**src/hw/rtl/pbwfe_pkg.sv**
```systemverilog
// Shared types, codes and length helpers for the protobuf wire field encoder.
`timescale 1ns / 1ps

package pbwfe_pkg;

	localparam int TAG_SHIFT        = 3;
	localparam int MAX_VARINT_BYTES = 10;
	localparam int QUEUE_DEPTH      = 4;
	localparam int QUEUE_AW         = $clog2(QUEUE_DEPTH);

	typedef enum logic [2:0] {
		REQ_VARINT      = 3'd0,
		REQ_FIXED64     = 3'd1,
		REQ_LENGTH      = 3'd2,
		REQ_GROUP_START = 3'd3,
		REQ_GROUP_END   = 3'd4,
		REQ_FIXED32     = 3'd5,
		REQ_PAYLOAD     = 3'd6
	} req_code_t;

	// One classified item: a tag varint followed by a body of varint or raw bytes.
	typedef struct packed {
		logic [31:0] tag;
		logic [2:0]  tag_len;   // 0 for a payload byte
		logic [63:0] body;
		logic [3:0]  body_len;  // 0 when only the tag is sent
		logic        body_var;  // body is a varint (7 bits a byte)
	} job_t;

	// Bytes of a 64-bit varint: one plus the index of the highest nonzero 7-bit group (the lowest group is index 0).
	function automatic logic [3:0] varint_len64(input logic [63:0] v);
		logic [3:0] len;
		len = 4'd1;
		for (int k = 1; k < MAX_VARINT_BYTES; k++) begin
			if ((v >> (7 * k)) != 64'd0) begin
				len = 4'(k + 1);
			end
		end
		return len;
	endfunction

	function automatic logic [2:0] varint_len32(input logic [31:0] v);
		logic [2:0] len;
		len = 3'd1;
		for (int k = 1; k < 5; k++) begin
			if ((v >> (7 * k)) != 32'd0) begin
				len = 3'(k + 1);
			end
		end
		return len;
	endfunction

endpackage

```
**src/hw/rtl/pbwfe_if.sv**
```systemverilog
// Valid/ready channel interfaces for request items and wire bytes.
`timescale 1ns / 1ps

interface pbwfe_req_if;
	logic        valid;
	logic        ready;
	logic [2:0]  req_type;
	logic [28:0] field_number;
	logic [63:0] value;
	logic [30:0] data_length;
	logic [7:0]  data_byte;

	modport source (output valid, req_type, field_number, value, data_length, data_byte,
		input ready);
	modport sink (input valid, req_type, field_number, value, data_length, data_byte,
		output ready);
endinterface

interface pbwfe_byte_if;
	logic       valid;
	logic       ready;
	logic [7:0] out_byte;
	logic       last_byte;

	modport source (output valid, out_byte, last_byte, input ready);
	modport sink (input valid, out_byte, last_byte, output ready);
endinterface

```
**src/hw/rtl/pbwfe_front.sv**
```systemverilog
// Front end: accept request beats and classify them into tag/body jobs.
`timescale 1ns / 1ps

module pbwfe_front (
	pbwfe_req_if.sink          item,
	output pbwfe_pkg::job_t    job,
	output logic               job_valid,
	input  logic               job_ready
);
	import pbwfe_pkg::*;

	logic [31:0] tag;

	assign item.ready = job_ready;
	assign tag = ({3'd0, item.field_number} << TAG_SHIFT) | {29'd0, item.req_type};

	always_comb begin
		job.tag      = tag;
		job.tag_len  = varint_len32(tag);
		job.body     = item.value;
		job.body_len = 4'd0;
		job.body_var = 1'b0;
		job_valid    = item.valid;
		case (req_code_t'(item.req_type))
			REQ_VARINT: begin
				job.body_len = varint_len64(item.value);
				job.body_var = 1'b1;
			end
			REQ_FIXED64: begin
				job.body_len = 4'd8;
			end
			REQ_LENGTH: begin
				job.body     = {33'd0, item.data_length};
				job.body_len = varint_len64({33'd0, item.data_length});
				job.body_var = 1'b1;
			end
			REQ_GROUP_START, REQ_GROUP_END: begin
				job.body_len = 4'd0;
			end
			REQ_FIXED32: begin
				job.body     = {32'd0, item.value[31:0]};
				job.body_len = 4'd4;
			end
			REQ_PAYLOAD: begin
				job.tag_len  = 3'd0;
				job.body     = {56'd0, item.data_byte};
				job.body_len = 4'd1;
			end
			default: begin
				// unused code: accept and drop
				job_valid = 1'b0;
			end
		endcase
	end

endmodule

```
**src/hw/rtl/pbwfe_queue.sv**
```systemverilog
// Small job queue between the front and back ends.
`timescale 1ns / 1ps

module pbwfe_queue (
	input  logic               clk,
	input  logic               arst_n,
	input  pbwfe_pkg::job_t    push_job,
	input  logic               push_valid,
	output logic               push_ready,
	output pbwfe_pkg::job_t    pop_job,
	output logic               pop_valid,
	input  logic               pop_ready
);
	import pbwfe_pkg::*;

	job_t                mem_q [QUEUE_DEPTH];
	logic [QUEUE_AW-1:0] wr_ptr_q;
	logic [QUEUE_AW-1:0] rd_ptr_q;
	logic [QUEUE_AW:0]   count_q;
	logic                do_push;
	logic                do_pop;

	assign push_ready = (count_q != (QUEUE_AW+1)'(QUEUE_DEPTH));
	assign pop_valid  = (count_q != '0);
	assign pop_job    = mem_q[rd_ptr_q];
	assign do_push    = push_valid && push_ready;
	assign do_pop     = pop_valid && pop_ready;

	always_ff @(posedge clk or negedge arst_n) begin
		if (!arst_n) begin
			wr_ptr_q <= '0;
			rd_ptr_q <= '0;
			count_q  <= '0;
		end else begin
			if (do_push) begin
				wr_ptr_q <= wr_ptr_q + 1'b1;
			end
			if (do_pop) begin
				rd_ptr_q <= rd_ptr_q + 1'b1;
			end
			if (do_push && !do_pop) begin
				count_q <= count_q + 1'b1;
			end else if (do_pop && !do_push) begin
				count_q <= count_q - 1'b1;
			end
		end
	end

	always_ff @(posedge clk) begin
		if (do_push) begin
			mem_q[wr_ptr_q] <= push_job;
		end
	end

endmodule

```
**src/hw/rtl/pbwfe_back.sv**
```systemverilog
// Back end: serialize one job a byte per cycle, while the stream is ready, into a registered output.
`timescale 1ns / 1ps

module pbwfe_back (
	input  logic               clk,
	input  logic               arst_n,
	input  pbwfe_pkg::job_t    job,
	input  logic               job_valid,
	output logic               job_ready,
	pbwfe_byte_if.source       stream
);
	import pbwfe_pkg::*;

	logic        cur_valid_q;
	logic [31:0] tag_q;
	logic [2:0]  tag_left_q;
	logic [63:0] body_q;
	logic [3:0]  body_left_q;
	logic        body_var_q;

	logic        out_valid_q;
	logic [7:0]  out_byte_q;
	logic        out_last_q;

	logic        emit;
	logic [7:0]  emit_byte;
	logic        emit_last;
	logic        load;

	always_comb begin
		if (tag_left_q != 3'd0) begin
			emit_byte = {(tag_left_q != 3'd1), tag_q[6:0]};
			emit_last = (tag_left_q == 3'd1) && (body_left_q == 4'd0);
		end else if (body_var_q) begin
			emit_byte = {(body_left_q != 4'd1), body_q[6:0]};
			emit_last = (body_left_q == 4'd1);
		end else begin
			emit_byte = body_q[7:0];
			emit_last = (body_left_q == 4'd1);
		end
	end

	assign emit      = cur_valid_q && (!out_valid_q || stream.ready);
	assign load      = job_valid && (!cur_valid_q || (emit && emit_last));
	assign job_ready = load;

	always_ff @(posedge clk or negedge arst_n) begin
		if (!arst_n) begin
			cur_valid_q <= 1'b0;
			out_valid_q <= 1'b0;
		end else begin
			if (load) begin
				cur_valid_q <= 1'b1;
			end else if (emit && emit_last) begin
				cur_valid_q <= 1'b0;
			end
			if (emit) begin
				out_valid_q <= 1'b1;
			end else if (stream.ready) begin
				out_valid_q <= 1'b0;
			end
		end
	end

	always_ff @(posedge clk) begin
		if (emit) begin
			out_byte_q <= emit_byte;
			out_last_q <= emit_last;
		end
		if (load) begin
			tag_q       <= job.tag;
			tag_left_q  <= job.tag_len;
			body_q      <= job.body;
			body_left_q <= job.body_len;
			body_var_q  <= job.body_var;
		end else if (emit) begin
			if (tag_left_q != 3'd0) begin
				tag_q      <= tag_q >> 7;
				tag_left_q <= tag_left_q - 3'd1;
			end else begin
				body_q      <= body_var_q ? (body_q >> 7) : (body_q >> 8);
				body_left_q <= body_left_q - 4'd1;
			end
		end
	end

	assign stream.valid     = out_valid_q;
	assign stream.out_byte  = out_byte_q;
	assign stream.last_byte = out_last_q;

endmodule

```
**src/hw/rtl/protobuf_wire_field_encoder.sv**
```systemverilog
// Top level of the protobuf wire field encoder: front, job queue and serializer.
`timescale 1ns / 1ps

// Usage:
//   item   - request channel. Each beat is one field description (varint, fixed32,
//            fixed64, length header, group start or group end) or one payload byte,
//            selected by req_type. Code 7 is accepted and produces nothing.
//   stream - wire channel. Each beat is one serialized byte; last_byte marks the final
//            byte produced for a request beat.
// Throughput: the serializer sends one byte per cycle while stream.ready is high, and a
//   request has 1 wire byte for a payload byte and up to 15 for a varint field.
//   Payload bytes likewise stream at one per cycle; header items hold the request
//   channel only once the four-entry job queue fills while their bytes drain.
// Path: an accepted beat is written into the job queue, then loaded into the serializer
//   and registered in the output register before its first byte shows on stream.
// Stall: when stream.ready is low the output register holds its byte, the serializer
//   waits, and the job queue absorbs up to four more request beats before item.ready
//   drops.
// Reset: arst_n clears the queue, the serializer and the output valid; no byte is in
//   flight afterward and no state is carried between requests.
module protobuf_wire_field_encoder (
	input  logic          clk,
	input  logic          arst_n,
	pbwfe_req_if.sink     item,
	pbwfe_byte_if.source  stream
);
	import pbwfe_pkg::*;

	job_t front_job;
	logic front_valid;
	logic front_ready;
	job_t back_job;
	logic back_valid;
	logic back_ready;

	// Classify each request beat into a tag plus body job.
	pbwfe_front u_front (
		.item      (item),
		.job       (front_job),
		.job_valid (front_valid),
		.job_ready (front_ready)
	);

	// Decouple classification from serialization.
	pbwfe_queue u_queue (
		.clk        (clk),
		.arst_n     (arst_n),
		.push_job   (front_job),
		.push_valid (front_valid),
		.push_ready (front_ready),
		.pop_job    (back_job),
		.pop_valid  (back_valid),
		.pop_ready  (back_ready)
	);

	// Emit one wire byte per cycle while the stream is ready; advance to the next job on the last byte.
	pbwfe_back u_back (
		.clk       (clk),
		.arst_n    (arst_n),
		.job       (back_job),
		.job_valid (back_valid),
		.job_ready (back_ready),
		.stream    (stream)
	);

endmodule
```
**src/flat_wrapper.sv**
```systemverilog
// flat-port wrapper written by rule: the top's interface ports become plain ports
module protobuf_wire_field_encoder_flat import pbwfe_pkg::*;
  (clk, arst_n, item_valid, item_req_type, item_field_number, item_value, item_data_length, item_data_byte, item_ready, stream_valid, stream_out_byte, stream_last_byte, stream_ready);
  pbwfe_req_if item_i ();
  pbwfe_byte_if stream_i ();
  input  logic clk;
  input  logic arst_n;
  input wire logic [$bits(item_i.valid)-1:0] item_valid;
  input wire logic [$bits(item_i.req_type)-1:0] item_req_type;
  input wire logic [$bits(item_i.field_number)-1:0] item_field_number;
  input wire logic [$bits(item_i.value)-1:0] item_value;
  input wire logic [$bits(item_i.data_length)-1:0] item_data_length;
  input wire logic [$bits(item_i.data_byte)-1:0] item_data_byte;
  output wire logic [$bits(item_i.ready)-1:0] item_ready;
  output wire logic [$bits(stream_i.valid)-1:0] stream_valid;
  output wire logic [$bits(stream_i.out_byte)-1:0] stream_out_byte;
  output wire logic [$bits(stream_i.last_byte)-1:0] stream_last_byte;
  input wire logic [$bits(stream_i.ready)-1:0] stream_ready;
  assign item_i.valid = item_valid;
  assign item_i.req_type = item_req_type;
  assign item_i.field_number = item_field_number;
  assign item_i.value = item_value;
  assign item_i.data_length = item_data_length;
  assign item_i.data_byte = item_data_byte;
  assign item_ready = item_i.ready;
  assign stream_valid = stream_i.valid;
  assign stream_out_byte = stream_i.out_byte;
  assign stream_last_byte = stream_i.last_byte;
  assign stream_i.ready = stream_ready;
  protobuf_wire_field_encoder u_core (.clk(clk), .arst_n(arst_n), .item(item_i), .stream(stream_i));
endmodule
```
**config.mk**
```make
export PLATFORM = sky130hd
export DESIGN_NAME = protobuf_wire_field_encoder_flat
export DESIGN_NICKNAME = d
export VERILOG_FILES = /design/src/hw/rtl/pbwfe_pkg.sv /design/src/hw/rtl/pbwfe_if.sv /design/src/hw/rtl/pbwfe_front.sv /design/src/hw/rtl/pbwfe_queue.sv /design/src/hw/rtl/pbwfe_back.sv /design/src/hw/rtl/protobuf_wire_field_encoder.sv /design/src/flat_wrapper.sv
export SDC_FILE = /design/constraint.sdc
export NUM_CORES = 1
export LEC_CHECK = 0
export BUFFER_PORTS_ARGS = -buffer_cell sky130_fd_sc_hd__buf_2
export CAP_MARGIN = 20
export CORE_MARGIN = 2
export CORE_UTILIZATION = 40
export DETAILED_ROUTE_END_ITERATION = 16
export SLEW_MARGIN = 20
export SYNTH_ARGS = -nofsm -noshare
export SYNTH_HDL_FRONTEND = slang
export SYNTH_SLANG_ARGS = --single-unit
export TNS_END_PERCENT = 30
```
**constraint.sdc**
```tcl
create_clock -name clk -period 4.32 [get_ports clk]
set_input_delay 1.08 -clock clk [delete_from_list [all_inputs] [get_ports clk]]
set_output_delay 1.08 -clock clk [all_outputs]
set_load 0.005 [all_outputs]
```
==> impl_metrics.yaml <==
status:
  status: "finished, final reports clean"
logic_synthesis:
  synth_seq_cells: 538
  mappedNetlistArea_sq_um: 21920
  syn_nets: 1314
  synthFlopType: "edfxtp_1"
  synth_cell_types: 52
  synthArstFlopShare_pct: 1.673
  synth_warnings: 0
  synthCells: 1163
  synth_edf_count: 529
  synth_area_per_cell_sq_um: 18.85
  seq_area_frac_synth_pct: 73.49
sta:
  hold_slack_ns: 0.3278
  final_hold_viol_count: 0
  finClkSkew_ns: 0.01772
  period_share_pct: 64.40
  min_period_ns: 2.782
  rsz0062_at_grt: "no"
  worst_pin_slew_ns: 0.9977
  setup_violations: 0
  fmax_ghz: 0.3594
  maxSlewViolCount: 0
  slew_headroom_pct: 33.49
cts:
  htreeDepth: 2
  cts_hold_buf: 0
  root_buffer: "clkbuf_16"
  path_clk_slew_ns: 0.06
  cts.sinks: 538
  cts_buffer_depth: 3
  clk_latency_ns: 0.60
  cts_buffers: 56
  cts_tree: "done"
  post_cts_resized: 0
  cts_setup_buffers: 0
layout:
  n_antenna_cell: 0
  area_growth_pct: 15.10
  drive_gt1_share_pct: 29.60
  fin_cells: 2071
  nets: 1484
critical_path:
  crit_path_start_kind: "flop"
  arrival_ns: 3.13
  critical_path.max_fanout: 32
  crit_type: "reg -> reg"
  cp-end-kind: "flop"
  cp.required_ns: 4.67
detailed_routing:
  vias: 10970
  wire_per_inst_microns: 22.34
  drc: 0
  routed_wl_microns: 46260
  antenna_violating_nets_post_route: 0
  via_per_inst: 5.299
  drt_pass1_iterations: 5
  drtIter0Drc: 764
power_and_ir_drop:
  power.total_uw: 13890
  peakVddDrop_mv: 0.4642
  power.density_nw_per_um2: 550.4
  p_leak_uw: 0.008508
floorplanning:
  die-area_sq_um: 56690
  core-area_sq_um: 54030
  rows: 85
  ios: 150
  die_y_microns: 238.1
  die_w_microns: 238.1
  initial_core_util_pct: 40.57
global_routing:
  grt_use_met1_pct: 22.35
  use_met2_pct: 27.31
  grt-busiest-layer: "met2"
  grt_pass1_wl_microns: 70510
  antenna_found_initial: 0
  grt_pass1_vias: 11580
  met3_usage_pct: 2.938
  grt_max_degree: 120
  track_usage_pct: 16.49
  gr-total-overflow: 0
place:
  post-place-cells: 1971
  hpwl_microns: 28200
  place_congestion: 0.7440
  io_buffers: 149
hold_path:
  hp-class: "in -> async"
flow_run:
  drv_cap: 0
-- routing by layer --
layer / wire [microns] / part of all wire, %
met2: 22500 / 49
met5: 0 / 0
met1: 20560 / 44
met4: 1187 / 2.6
met3: 2016 / 4.4
-- cell usage in the layout, fill, tap and decap left out, types with 6 or more instances in the layout --
cell type    n
edfxtp_1   529
buf_2      149
mux4_2     104
nand2_1     88
o21ai_0     73
mux2i_1     64
clkbuf_16   57
and2_1      50
a22o_1      23
buf_4       18
mux2_4      17
mux2_2      16
nor2_1      15
clkinv_2    15
nor4_1      14
nor3_1      13
ha_1        11
clkinv_1    11
clkbuf_1    11
buf_12       9
or4_1        8
inv_1        8
dfrtp_1      7
xnor2_1      6
-- through the flow --
step                util, %  worst slack [ns]  area (sq um)  TNS (ns)
floorplan                 -           -0.2853         21920    -59.34
global placement      43.64             1.009         23580         0
detailed placement    43.64             1.031         23580         0
CTS                   46.70             1.536         25230         0
global route          46.70             1.398         25230         0
finish                46.70             1.538         25230         0
-- layout make-up --
type	instances	area [sq um]
Tap cell	696	870.8
Multi-Input combinational cell	552	5494
Sequential cell	538	16120
Fill cell	4550	28800
Clock inverter	32	186.4
Timing Repair Buffer	176	1061
Clock buffer	68	1468
Inverter	9	33.78
-- report_power, final --
group          internal [uW]  total [uW]  leakage (uW)  switching, uW
clock                   2460        4410      0.000815           1950
combinational           1160        2440       0.00270           1280
sequential              6690        7030       0.00499            346
-- path summary, 6_finish.rpt --
kind | slack (ns) | from | to | cells past startpoint
worst min register to register | 0.49 | u_core.u_queue.count_q[2] | u_core.u_queue.count_q[2] | 1
min in group clk | 0.49 | u_core.u_queue.count_q[2] | u_core.u_queue.count_q[2] | 1
worst min-delay path | 0.33 | arst_n | u_core.u_back.cur_valid_q | 1
worst max register to register | 1.54 | u_core.u_back.tag_left_q[0] | u_core.u_back.tag_q[3] | 8
worst max-delay path | 1.54 | u_core.u_back.tag_left_q[0] | u_core.u_back.tag_q[3] | 8
max in group asynchronous | 3.77 | arst_n | u_core.u_queue.rd_ptr_q[1] | 1
-- cells in the mapped netlist (all sizes together), types with 3 or more instances --
cell	count	area [sq um]
o21ai	75	375.4
mux4	104	2342
nor4	15	100.1
xnor2	6	52.55
edfxtp	529	15890
a21oi	4	31.28
xor2	3	26.28
ha	11	137.6
inv	9	33.78
nand3	4	20.02
a22o	23	201.4
buf	33	192.7
mux2i	64	640.6
nor3	14	75.07
and2	54	337.8
nand2b	4	25.02
nor2	16	60.06
clkbuf	31	117.6
a31oi	3	18.77
dfrtp	9	225.2
or4	8	60.06
mux2	34	446.7
nand2	88	330.3
-- registers in the layout, indices dropped and copies added, names as in the netlist --
signal / count
u_core.u_back.cur_valid_q: 1
u_core.u_back.stream.valid: 1
u_core.u_queue.mem_q: 416
u_core.u_back.tag_q: 32
u_core.u_back.body_q: 64
u_core.u_queue.count_q: 3
u_core.u_back.tag_left_q: 3
u_core.u_back.body_var_q: 1
u_core.u_back.stream.last_byte: 1
u_core.u_queue.wr_ptr_q: 2
u_core.u_back.stream.out_byte: 8
u_core.u_back.body_left_q: 4
u_core.u_queue.rd_ptr_q: 2
-- cells by family (layout without fill, tap and decap cells) --
group	after synthesis	in the layout	share of synthesized area, %
compound gates	117	117	3.333
xor+xnor	9	9	0.3596
fa+ha+maj	12	12	0.7192
buf+inv	73	285	1.570
flops	538	538	73.49
mux	202	202	15.64
simple gates	212	212	4.880
-- critical path: stages (launching register included) --
cell	delay [ns]
edfxtp_1	0.38
inv_1	0.07
ha_1	0.25
and3b_1	0.33
o211ai_2	0.13
a21oi_4	0.19
buf_4	0.29
buf_4	0.47
mux2_2	0.39
Note: power is estimated with default switching activity, not from simulation.
